## src/hw/rtl/modular_exponentiation_defines.svh

```systemverilog
// ----------------------------------------------------------------------------
// modular_exponentiation_defines
// Assertion macros shared by the modular exponentiation RTL.
// ----------------------------------------------------------------------------
`ifndef MODULAR_EXPONENTIATION_DEFINES_SVH
`define MODULAR_EXPONENTIATION_DEFINES_SVH

// clocked assertion, disabled during reset
`define MEXP_ASSERT_CLK(lbl, prop, msg) \
  lbl: assert property (@(posedge clk_i) disable iff (!rst_ni) prop) else $error(msg);

// same-cycle implication
`define MEXP_ASSERT_IMP(lbl, ante, cons, msg) \
  `MEXP_ASSERT_CLK(lbl, (ante) |-> (cons), msg)

// next-cycle implication
`define MEXP_ASSERT_NXT(lbl, ante, cons, msg) \
  `MEXP_ASSERT_CLK(lbl, (ante) |=> (cons), msg)

`endif

```

## src/hw/rtl/mexp_pkg.sv

```systemverilog
// ----------------------------------------------------------------------------
// mexp_pkg
// Widths, register map, controller states and control structs.
// ----------------------------------------------------------------------------
`default_nettype none

package mexp_pkg;

  localparam int MOD_WIDTH = 31;
  localparam int BASE_W    = 32;

  localparam int CFG_DW    = (MOD_WIDTH > 32) ? 64 : 32;
  localparam int ADDR_STEP = CFG_DW / 8;
  localparam int ADDR_LSB  = $clog2(ADDR_STEP);
  localparam int PADDR_W   = ADDR_LSB + 1;

  localparam int CNT_MAX   = (BASE_W > MOD_WIDTH) ? BASE_W : MOD_WIDTH;
  localparam int CNT_W     = $clog2(CNT_MAX);

  typedef logic [MOD_WIDTH-1:0] word_t;
  typedef logic [BASE_W-1:0]    base_t;

  localparam logic REG_EXPONENT = 1'b0;
  localparam logic REG_MODULUS  = 1'b1;

  localparam word_t EXP_RESET = word_t'(1);
  localparam word_t MOD_RESET = '1;

  typedef enum logic [2:0] {
    ST_IDLE,
    ST_REDUCE,
    ST_SETUP,
    ST_CHECK,
    ST_MUL_ACC,
    ST_SQR_GO,
    ST_MUL_SQR,
    ST_FINISH
  } mexp_state_e;

  typedef struct packed {
    logic load;
    logic red_step;
    logic setup;
    logic mul_start;
    logic mul_sqr;
    logic mul_step;
    logic acc_wr;
    logic sqr_wr;
    logic res_wr;
  } mexp_cmd_t;

  typedef struct packed {
    logic red_last;
    logic mul_last;
    logic k_zero;
    logic k_lsb;
  } mexp_sts_t;

endpackage

`default_nettype wire

```

## src/hw/rtl/mexp_if.sv

```systemverilog
// ----------------------------------------------------------------------------
// mexp_if
// Valid/ready channels for base words in and power words out.
// ----------------------------------------------------------------------------
`default_nettype none

interface mexp_in_if;
  logic                  valid;
  logic                  ready;
  mexp_pkg::base_t       base;

  modport source (output valid, output base, input ready);
  modport sink   (input valid, input base, output ready);
endinterface

interface mexp_out_if;
  logic                  valid;
  logic                  ready;
  mexp_pkg::word_t       power;

  modport source (output valid, output power, input ready);
  modport sink   (input valid, input power, output ready);
endinterface

`default_nettype wire

```

## src/hw/rtl/mexp_regs.sv

```systemverilog
// ----------------------------------------------------------------------------
// mexp_regs
// APB-style exponent and modulus registers.
// ----------------------------------------------------------------------------
`default_nettype none

module mexp_regs (
  input  wire logic                         clk_i,
  input  wire logic                         rst_ni,
  input  wire logic                         psel,
  input  wire logic                         penable,
  input  wire logic                         pwrite,
  input  wire logic [mexp_pkg::PADDR_W-1:0] paddr,
  input  wire logic [mexp_pkg::CFG_DW-1:0]  pwdata,
  output      logic [mexp_pkg::CFG_DW-1:0]  prdata,
  output      mexp_pkg::word_t              exponent_o,
  output      mexp_pkg::word_t              modulus_o
);

  mexp_pkg::word_t exp_q, exp_d;
  mexp_pkg::word_t mod_q, mod_d;
  logic            wr_en;
  logic            sel;

  assign wr_en = psel && penable && pwrite;
  assign sel   = paddr[mexp_pkg::ADDR_LSB];

  always_comb begin
    exp_d = exp_q;
    mod_d = mod_q;
    if (wr_en) begin
      unique case (sel)
        mexp_pkg::REG_EXPONENT: exp_d = pwdata[mexp_pkg::MOD_WIDTH-1:0];
        mexp_pkg::REG_MODULUS:  mod_d = pwdata[mexp_pkg::MOD_WIDTH-1:0];
        default: ;
      endcase
    end
  end

  always_ff @(posedge clk_i or negedge rst_ni) begin
    if (!rst_ni) begin
      exp_q <= mexp_pkg::EXP_RESET;
      mod_q <= mexp_pkg::MOD_RESET;
    end else begin
      exp_q <= exp_d;
      mod_q <= mod_d;
    end
  end

  always_comb begin
    unique case (sel)
      mexp_pkg::REG_EXPONENT: prdata = mexp_pkg::CFG_DW'(exp_q);
      mexp_pkg::REG_MODULUS:  prdata = mexp_pkg::CFG_DW'(mod_q);
      default:                prdata = '0;
    endcase
  end

  assign exponent_o = exp_q;
  assign modulus_o  = mod_q;

endmodule

`default_nettype wire

```

## src/hw/rtl/mexp_ctrl.sv

```systemverilog
// ----------------------------------------------------------------------------
// mexp_ctrl
// Sequencer: base reduction, square-and-multiply scan, result handoff.
// ----------------------------------------------------------------------------
`default_nettype none

module mexp_ctrl (
  input  wire logic                clk_i,
  input  wire logic                rst_ni,
  input  wire logic                in_valid_i,
  output      logic                in_ready_o,
  output      logic                out_valid_o,
  input  wire logic                out_ready_i,
  input  wire mexp_pkg::mexp_sts_t sts_i,
  output      mexp_pkg::mexp_cmd_t cmd_o
);

  mexp_pkg::mexp_state_e state_q, state_d;
  logic                  out_valid_q, out_valid_d;
  logic                  res_ok;

  assign res_ok = !out_valid_q || out_ready_i;

  always_comb begin
    state_d = state_q;
    unique case (state_q)
      mexp_pkg::ST_IDLE:    if (in_valid_i) state_d = mexp_pkg::ST_REDUCE;
      mexp_pkg::ST_REDUCE:  if (sts_i.red_last) state_d = mexp_pkg::ST_SETUP;
      mexp_pkg::ST_SETUP:   state_d = mexp_pkg::ST_CHECK;
      mexp_pkg::ST_CHECK: begin
        priority if (sts_i.k_zero) state_d = mexp_pkg::ST_FINISH;
        else if (sts_i.k_lsb)      state_d = mexp_pkg::ST_MUL_ACC;
        else                       state_d = mexp_pkg::ST_MUL_SQR;
      end
      mexp_pkg::ST_MUL_ACC: if (sts_i.mul_last) state_d = mexp_pkg::ST_SQR_GO;
      mexp_pkg::ST_SQR_GO:  state_d = mexp_pkg::ST_MUL_SQR;
      mexp_pkg::ST_MUL_SQR: if (sts_i.mul_last) state_d = mexp_pkg::ST_CHECK;
      mexp_pkg::ST_FINISH:  if (res_ok) state_d = mexp_pkg::ST_IDLE;
      default:              state_d = mexp_pkg::ST_IDLE;
    endcase
  end

  always_comb begin
    cmd_o      = '0;
    in_ready_o = 1'b0;
    unique case (state_q)
      mexp_pkg::ST_IDLE: begin
        in_ready_o = 1'b1;
        cmd_o.load = in_valid_i;
      end
      mexp_pkg::ST_REDUCE:  cmd_o.red_step = 1'b1;
      mexp_pkg::ST_SETUP:   cmd_o.setup = 1'b1;
      mexp_pkg::ST_CHECK: begin
        cmd_o.mul_start = !sts_i.k_zero;
        cmd_o.mul_sqr   = !sts_i.k_lsb;
      end
      mexp_pkg::ST_MUL_ACC: begin
        cmd_o.mul_step = 1'b1;
        cmd_o.acc_wr   = sts_i.mul_last;
      end
      mexp_pkg::ST_SQR_GO: begin
        cmd_o.mul_start = 1'b1;
        cmd_o.mul_sqr   = 1'b1;
      end
      mexp_pkg::ST_MUL_SQR: begin
        cmd_o.mul_step = 1'b1;
        cmd_o.sqr_wr   = sts_i.mul_last;
      end
      mexp_pkg::ST_FINISH:  cmd_o.res_wr = res_ok;
      default: ;
    endcase
  end

  always_comb begin
    out_valid_d = out_valid_q;
    if (out_ready_i) out_valid_d = 1'b0;
    if (cmd_o.res_wr) out_valid_d = 1'b1;
  end

  always_ff @(posedge clk_i or negedge rst_ni) begin
    if (!rst_ni) begin
      state_q     <= mexp_pkg::ST_IDLE;
      out_valid_q <= 1'b0;
    end else begin
      state_q     <= state_d;
      out_valid_q <= out_valid_d;
    end
  end

  assign out_valid_o = out_valid_q;

endmodule

`default_nettype wire

```

## src/hw/rtl/mexp_dp.sv

```systemverilog
// ----------------------------------------------------------------------------
// mexp_dp
// Datapath: bit-serial base reduction and shift-add modular multiplier.
// ----------------------------------------------------------------------------
`default_nettype none

module mexp_dp (
  input  wire logic                clk_i,
  input  wire mexp_pkg::mexp_cmd_t cmd_i,
  input  wire mexp_pkg::base_t     base_i,
  input  wire mexp_pkg::word_t     exponent_i,
  input  wire mexp_pkg::word_t     modulus_i,
  output      mexp_pkg::mexp_sts_t sts_o,
  output      mexp_pkg::word_t     power_o
);

  localparam int MW = mexp_pkg::MOD_WIDTH;

  // x, y < m: (x + y) mod m
  function automatic mexp_pkg::word_t add_mod(mexp_pkg::word_t x, mexp_pkg::word_t y,
                                              mexp_pkg::word_t m);
    logic [MW:0] s;
    s = {1'b0, x} + {1'b0, y};
    if (s >= {1'b0, m}) s = s - {1'b0, m};
    return s[MW-1:0];
  endfunction

  // r < m: (2r + b) mod m
  function automatic mexp_pkg::word_t red_bit(mexp_pkg::word_t r, logic b,
                                              mexp_pkg::word_t m);
    logic [MW:0] t;
    t = {r, b};
    if (t >= {1'b0, m}) t = t - {1'b0, m};
    return t[MW-1:0];
  endfunction

  mexp_pkg::base_t              base_q;
  mexp_pkg::word_t              m_q, k_q, a_q, acc_q, x_q, y_q, r_q, power_q;
  logic [mexp_pkg::CNT_W-1:0]   cnt_q;
  mexp_pkg::word_t              r_mul;

  assign r_mul = y_q[0] ? add_mod(r_q, x_q, m_q) : r_q;

  always_ff @(posedge clk_i) begin
    if (cmd_i.load) begin
      base_q <= base_i;
      m_q    <= modulus_i;
      k_q    <= exponent_i;
      r_q    <= '0;
      cnt_q  <= '0;
    end
    if (cmd_i.red_step) begin
      r_q    <= red_bit(r_q, base_q[mexp_pkg::BASE_W-1], m_q);
      base_q <= base_q << 1;
      cnt_q  <= cnt_q + 1'b1;
    end
    if (cmd_i.setup) begin
      a_q   <= r_q;
      acc_q <= (m_q == mexp_pkg::word_t'(1)) ? '0 : mexp_pkg::word_t'(1);
    end
    if (cmd_i.mul_start) begin
      x_q   <= cmd_i.mul_sqr ? a_q : acc_q;
      y_q   <= a_q;
      r_q   <= '0;
      cnt_q <= '0;
    end
    if (cmd_i.mul_step) begin
      r_q   <= r_mul;
      x_q   <= add_mod(x_q, x_q, m_q);
      y_q   <= y_q >> 1;
      cnt_q <= cnt_q + 1'b1;
    end
    if (cmd_i.acc_wr) acc_q <= r_mul;
    if (cmd_i.sqr_wr) begin
      a_q <= r_mul;
      k_q <= k_q >> 1;
    end
    if (cmd_i.res_wr) power_q <= (m_q == '0) ? '0 : acc_q;
  end

  assign sts_o.red_last = (cnt_q == mexp_pkg::CNT_W'(mexp_pkg::BASE_W - 1));
  assign sts_o.mul_last = (cnt_q == mexp_pkg::CNT_W'(MW - 1));
  assign sts_o.k_zero   = (k_q == '0);
  assign sts_o.k_lsb    = k_q[0];
  assign power_o        = power_q;

endmodule

`default_nettype wire

```

## src/hw/rtl/modular_exponentiation.sv

```systemverilog
// ----------------------------------------------------------------------------
// modular_exponentiation
// Each base word returns base ^ exponent mod modulus. One word is worked on
// at a time: an accept step, a bit-serial reduction of the base, a setup
// step, then for every exponent bit up to the highest set one a check and a
// squaring, plus a start step and a multiply for each set bit, then the
// result handoff. The shared shift-add modular multiplier handles one
// multiplier bit per cycle. The result sits in an output register, so the
// next word is taken while it waits. Exponent and modulus are APB registers
// at 0x0 and 0x4; write them only while the block is idle.
// A zero modulus gives 0.
// ----------------------------------------------------------------------------
`default_nettype none

`include "modular_exponentiation_defines.svh"

module modular_exponentiation (
  input  wire logic                         clk_i,
  input  wire logic                         rst_ni,
  input  wire logic                         psel,
  input  wire logic                         penable,
  input  wire logic                         pwrite,
  input  wire logic [mexp_pkg::PADDR_W-1:0] paddr,
  input  wire logic [mexp_pkg::CFG_DW-1:0]  pwdata,
  output      logic [mexp_pkg::CFG_DW-1:0]  prdata,
  output      logic                         pready,
  mexp_in_if.sink                           in_i,
  mexp_out_if.source                        out_o
);

  mexp_pkg::word_t     exponent;
  mexp_pkg::word_t     modulus;
  mexp_pkg::mexp_cmd_t cmd;
  mexp_pkg::mexp_sts_t sts;

  assign pready = 1'b1;

  mexp_regs u_regs (
    .clk_i      (clk_i),
    .rst_ni     (rst_ni),
    .psel       (psel),
    .penable    (penable),
    .pwrite     (pwrite),
    .paddr      (paddr),
    .pwdata     (pwdata),
    .prdata     (prdata),
    .exponent_o (exponent),
    .modulus_o  (modulus)
  );

  mexp_ctrl u_ctrl (
    .clk_i       (clk_i),
    .rst_ni      (rst_ni),
    .in_valid_i  (in_i.valid),
    .in_ready_o  (in_i.ready),
    .out_valid_o (out_o.valid),
    .out_ready_i (out_o.ready),
    .sts_i       (sts),
    .cmd_o       (cmd)
  );

  mexp_dp u_dp (
    .clk_i      (clk_i),
    .cmd_i      (cmd),
    .base_i     (in_i.base),
    .exponent_i (exponent),
    .modulus_i  (modulus),
    .sts_o      (sts),
    .power_o    (out_o.power)
  );

  `MEXP_ASSERT_NXT(a_busy_after_accept, in_i.valid && in_i.ready, !in_i.ready, "word accepted while busy")
  `MEXP_ASSERT_IMP(a_no_overwrite, cmd.res_wr, !out_o.valid || out_o.ready, "pending result overwritten")
  `MEXP_ASSERT_CLK(a_one_op, $onehot0({cmd.load, cmd.red_step, cmd.setup, cmd.mul_start, cmd.mul_step, cmd.res_wr}), "conflicting datapath commands")

endmodule

`default_nettype wire

```

## src/flat_wrapper.sv

```systemverilog
// flat-port wrapper written by rule: the top's interface ports become plain ports
module modular_exponentiation_flat 
  (clk_i, rst_ni, psel, penable, pwrite, paddr, pwdata, prdata, pready, in_i_valid, in_i_base, in_i_ready, out_o_valid, out_o_power, out_o_ready);
  mexp_in_if in_i_i ();
  mexp_out_if out_o_i ();
  input  wire logic clk_i;
  input  wire logic rst_ni;
  input  wire logic psel;
  input  wire logic penable;
  input  wire logic pwrite;
  input  wire logic [mexp_pkg::PADDR_W-1:0] paddr;
  input  wire logic [mexp_pkg::CFG_DW-1:0] pwdata;
  output      logic [mexp_pkg::CFG_DW-1:0] prdata;
  output      logic pready;
  input wire logic [$bits(in_i_i.valid)-1:0] in_i_valid;
  input wire logic [$bits(in_i_i.base)-1:0] in_i_base;
  output wire logic [$bits(in_i_i.ready)-1:0] in_i_ready;
  output wire logic [$bits(out_o_i.valid)-1:0] out_o_valid;
  output wire logic [$bits(out_o_i.power)-1:0] out_o_power;
  input wire logic [$bits(out_o_i.ready)-1:0] out_o_ready;
  assign in_i_i.valid = in_i_valid;
  assign in_i_i.base = in_i_base;
  assign in_i_ready = in_i_i.ready;
  assign out_o_valid = out_o_i.valid;
  assign out_o_power = out_o_i.power;
  assign out_o_i.ready = out_o_ready;
  modular_exponentiation u_core (.clk_i(clk_i), .rst_ni(rst_ni), .psel(psel), .penable(penable), .pwrite(pwrite), .paddr(paddr), .pwdata(pwdata), .prdata(prdata), .pready(pready), .in_i(in_i_i), .out_o(out_o_i));
endmodule
```

## config.mk

```make
export PLATFORM = sky130hd
export DESIGN_NAME = modular_exponentiation_flat
export DESIGN_NICKNAME = d
export VERILOG_FILES = /design/src/hw/rtl/mexp_pkg.sv /design/src/hw/rtl/mexp_if.sv /design/src/hw/rtl/mexp_regs.sv /design/src/hw/rtl/mexp_ctrl.sv /design/src/hw/rtl/mexp_dp.sv /design/src/hw/rtl/modular_exponentiation.sv /design/src/flat_wrapper.sv
export VERILOG_INCLUDE_DIRS = /design/src /design/src/hw/rtl
export SDC_FILE = /design/constraint.sdc
export NUM_CORES = 1
export LEC_CHECK = 0
export ABC_AREA = 1
export BUFFER_PORTS_ARGS = -buffer_cell sky130_fd_sc_hd__buf_2
export CAP_MARGIN = 20
export CORE_UTILIZATION = 63
export DETAILED_ROUTE_END_ITERATION = 16
export GPL_ROUTABILITY_DRIVEN = 0
export HOLD_SLACK_MARGIN = 0.02
export PLACE_DENSITY = 0.82
export SLEW_MARGIN = 20
export SYNTH_ARGS = -nofsm -noshare
export SYNTH_HDL_FRONTEND = slang
export SYNTH_HIERARCHICAL = 1
export SYNTH_SLANG_ARGS = --single-unit
```

## constraint.sdc

```tcl
create_clock -name clk_i -period 6.6 [get_ports clk_i]
set_input_delay 0.33 -clock clk_i [delete_from_list [all_inputs] [get_ports clk_i]]
set_output_delay 0.33 -clock clk_i [all_outputs]
set_load 0.02 [all_outputs]
```

==> flow_summary_export.csv <==
group,metric,value,unit
status,outcome,"finished, final reports clean",
critical_path,regToRegStartpoint,"u_core/u_dp/r_q[0]$_DFFE_PP_",
sta,clock_skew,0.02742,ns
cts,clk_pin_slew_worst_paths,0.06,ns
critical_path,max_stage_delay,0.49,ns
route,vias,23660,
synthesis,avgSynthCellArea,7.441,µm²
critical_path,reg2reg_to,"u_core/u_dp/a_q[16]$_DFFE_PP_",
sta,finalCritPeriodShare,74.60,%
critical_path,critical_path_required,6.91,ns
global_route,grt_pass1_wl,115900,µm
die,pin_count,140,
sta,hold_violations,0,
worst_hold_path,hp-class,"primary input to flip-flop",
sta,report.final.slew_viol_count,0,
critical_path,cp-end-kind,"flip-flop",
finish,area_growth,10.31,%
sta,slew_headroom,27.66,%
pwr,power.leakage,0.01346,µW
cts,clock-sinks,351,
route,vias_per_cell,5.959,
flow_run,cap_violations,0,
die,die_h,199.6,µm
synthesis,yosysWarnings,6,
critical_path,crit_type,"flip-flop to flip-flop",
route,drt_iter0_markers,2764,
global_route,global_route.peak_usage_layer,"met2",
route,wirelength,73430,µm
synthesis,synthArstFlopShare,18.80,%
critical_path,slowest_stage,"edfxtp_1",
critical_path,cpMostUsedCell,"nand2_1",
finish,nets,3628,
finish,final_cells,3971,
cts,h-tree-depth,2,
route,post-route-drc-count,0,
cts,numCtsBuffers,38,
global_route,grt_max_degree,78,
sta,fmax,203.1,MHz
worst_hold_path,holdPathStages,3,
cts,postCtsSetupBuffers,0,
critical_path,critPathArrivalTime,5.23,ns
die,rows,72,
global_route,grt_pass1_vias,22320,
route,ant_nets,0,
die,start_util,63.82,%
global_route,met2_usage,59.03,%
die,die_w,199.6,µm
synthesis,syn_nets,3512,
finish,drive_gt1_share,8.893,%
sta,fin_setup_tns,0,ns
placement,io_buffers,134,
synthesis,synth_top_cell_by_area,"edfxtp_1",
sta,setup_viol,0,
placement,placedCellCount,3867,
pwr,power_density,185.6,nW/µm²
synthesis,synth-edff-count,282,
placement,place.detailed.hpwl,54920,µm
synthesis,netlist_instances,3307,
die,dieArea,39860,µm²
pwr,vdd_ir_drop_max,0.2225,mV
sta,hold_ws,0.04142,ns
worst_hold_path,min_from,"in_i_base[23]",
global_route,grt_overflow_total,0,
global_route,use_met3,8.810,%
route,wire_per_inst,18.49,µm
global_route,met1_usage,45.86,%
cts,cts_tree,"done",
global_route,antenna_found_initial,2,
sta,layout_min_cycle_time,4.923,ns
route,dr.pass1.iters,7,
die,core_area,38560,µm²
synthesis,syn-cell-area,24610,µm²
worst_hold_path,hold_path_end,"u_core/u_dp/base_q[23]$_DFFE_PP_",
synthesis,synthTopCellsByArea,"edfxtp_1 (34%), nand2_1 (17%), ha_1 (6.5%)",
sta,rsz0062_at_grt,"false",
synthesis,yosysSeqAreaShare,41.53,%
synthesis,yosys_most_used_dff,"edfxtp_1",
critical_path,reg2reg_depth,28,
synthesis,synth-seq-cells,351,
synthesis,synth.distinct_cells,51,
sta,worstMarginPinSlew,1.070,ns
synthesis,yosys.area.top_type_share,34.41,%
cts,clockBufferDepth,3,
critical_path,ff2ff_setup_slack,1.68,ns
critical_path,critPathLaunchType,"flip-flop",
critical_path,crit_path_max_fanout,32,
global_route,grt.total_usage,37.70,%
cts,clk_latency,0.58,ns
cts,cts_root_buffer,"clkbuf_16",
-- sequential cells by signal (all words and copies together), names as in the netlist --
name,flops
u_core/u_dp/m_q,31
u_core/u_regs/exponent_o,31
u_core/u_dp/k_q,31
u_core/u_dp/r_q,31
u_core/u_dp/cnt_q,5
u_core/u_dp/y_q,31
u_core/u_ctrl/state_q,3
u_core/u_dp/a_q,31
u_core/u_dp/base_q,32
u_core/u_dp/x_q,31
u_core/u_ctrl/out_valid_o,1
u_core/u_dp/acc_q,31
u_core/u_dp/power_o,31
u_core/u_regs/modulus_o,31
-- kinds of logic after synthesis --
| family | Yosys count | synth area share [%] |
|---|---|---|
| xor gates and xnor gates | 81 | 2.883 |
| adders and majority gates | 131 | 6.783 |
| and+or+nand+nor | 1746 | 29.38 |
| AOI/OAI and AO/OA | 490 | 10.79 |
| other | 2 | 0.03052 |
| DFF | 351 | 41.53 |
| buffers and inverters | 506 | 8.603 |
-- worst max-delay path by stage --
| stage | from | to | slack [ns] | depth (start not counted) |
|---|---|---|---|---|
| floorplan | u_core/u_ctrl/state_q[1]$_DFFE_PN0P_ | u_core/u_dp/cnt_q[0]$_DFFE_PP_ | 1.98 | 7 |
| global placement | u_core/u_dp/r_q[0]$_DFFE_PP_ | u_core/u_dp/r_q[18]$_DFFE_PP_ | 1.94 | 28 |
| detailed placement | u_core/u_dp/r_q[0]$_DFFE_PP_ | u_core/u_dp/a_q[16]$_DFFE_PP_ | 1.83 | 28 |
| CTS | u_core/u_dp/r_q[0]$_DFFE_PP_ | u_core/u_dp/a_q[16]$_DFFE_PP_ | 1.78 | 28 |
| global route | u_core/u_dp/r_q[0]$_DFFE_PP_ | u_core/u_dp/a_q[16]$_DFFE_PP_ | 1.33 | 28 |
| finish | u_core/u_dp/r_q[0]$_DFFE_PP_ | u_core/u_dp/a_q[16]$_DFFE_PP_ | 1.68 | 28 |
-- layout make-up --
cell class / instances / area (µm²)
Sequential cell: 351 / 10220
Clock inverter: 25 / 301.5
Multi-Input combinational cell: 2450 / 12330
Inverter: 391 / 1468
Clock buffer: 44 / 973.4
Tap cell: 518 / 648.1
Antenna cell: 1 / 2.502
Fill cell: 3140 / 11410
Timing Repair Buffer: 191 / 1201
-- layer usage --
metal / part of all wire (%) / routed length (µm) / vias to the layer above
li1: - / - / 11100
met1: 38 / 27770 / 10770
met2: 44 / 32330 / 1418
met3: 10 / 7398 / 369
met4: 8.1 / 5912 / 2
met5: 0.025 / 18 / -
-- metrics by stage --
stage | total power, µW | area, µm² | worst slack, ns | util [%]
final | 5038 | 27140 | 1.677 | 70.40
after global routing | 5190 | 27140 | 1.326 | 70.40
after CTS | 5059 | 27110 | 1.776 | 70.32
after detailed placement | 2865 | 25510 | 1.831 | 66.16
after global placement | 2849 | 25510 | 1.938 | 66.16
after floorplan | 2751 | 24610 | 1.980 | -
-- report_power, final --
part	total, µW	internal [µW]	switching, µW
registers	2550	2490	67.5
clock network	2190	1300	887
logic	294	109	185
total	5040	3900	1140
-- critical path, delay by kind of cell, from the launching register on --
kind,cells,cell delay [ns]
AND/OR/NAND/NOR,22,2.70
buffers and inverters,2,0.14
adder cells (fa/ha/maj),3,1.04
flip-flops,1,0.49
XOR/XNOR,1,0.25
-- Yosys cell counts, types with 27 or more instances --
library cell / number
nand2_1: 1130
inv_1: 381
edfxtp_1: 282
nor2_1: 258
nand3_1: 236
a21oi_1: 216
o21ai_0: 181
ha_1: 127
xor2_1: 53
clkbuf_1: 51
dfrtp_1: 34
dfstp_2: 32
nand4_1: 31
xnor2_1: 28
nor3_1: 27
-- what timing repair did --
action / 4_1_cts / 5_1_grt
endpoints found under the hold margin: 95 / 0
resized for setup: 0 / 0
hold buffers: 33 / 0
-- placed cells by master, fill, tap and decap left out, types with 21 or more instances in the layout --
master and n:
buf_2 134, xnor2_1 28, nand4_1 31, o21bai_1 21, nand2_1 1127, dlygate4sd3_1 33
clkbuf_16 38, dfstp_2 32, nor2_1 257, nand3_1 235, buf_4 23, nor3_1 25
xor2_1 53, inv_1 381, o21ai_0 180, ha_1 127, dfrtp_1 34, a21oi_1 215
o211ai_1 21, edfxtp_1 282
No activity file was read; power rests on OpenSTA's default activity.
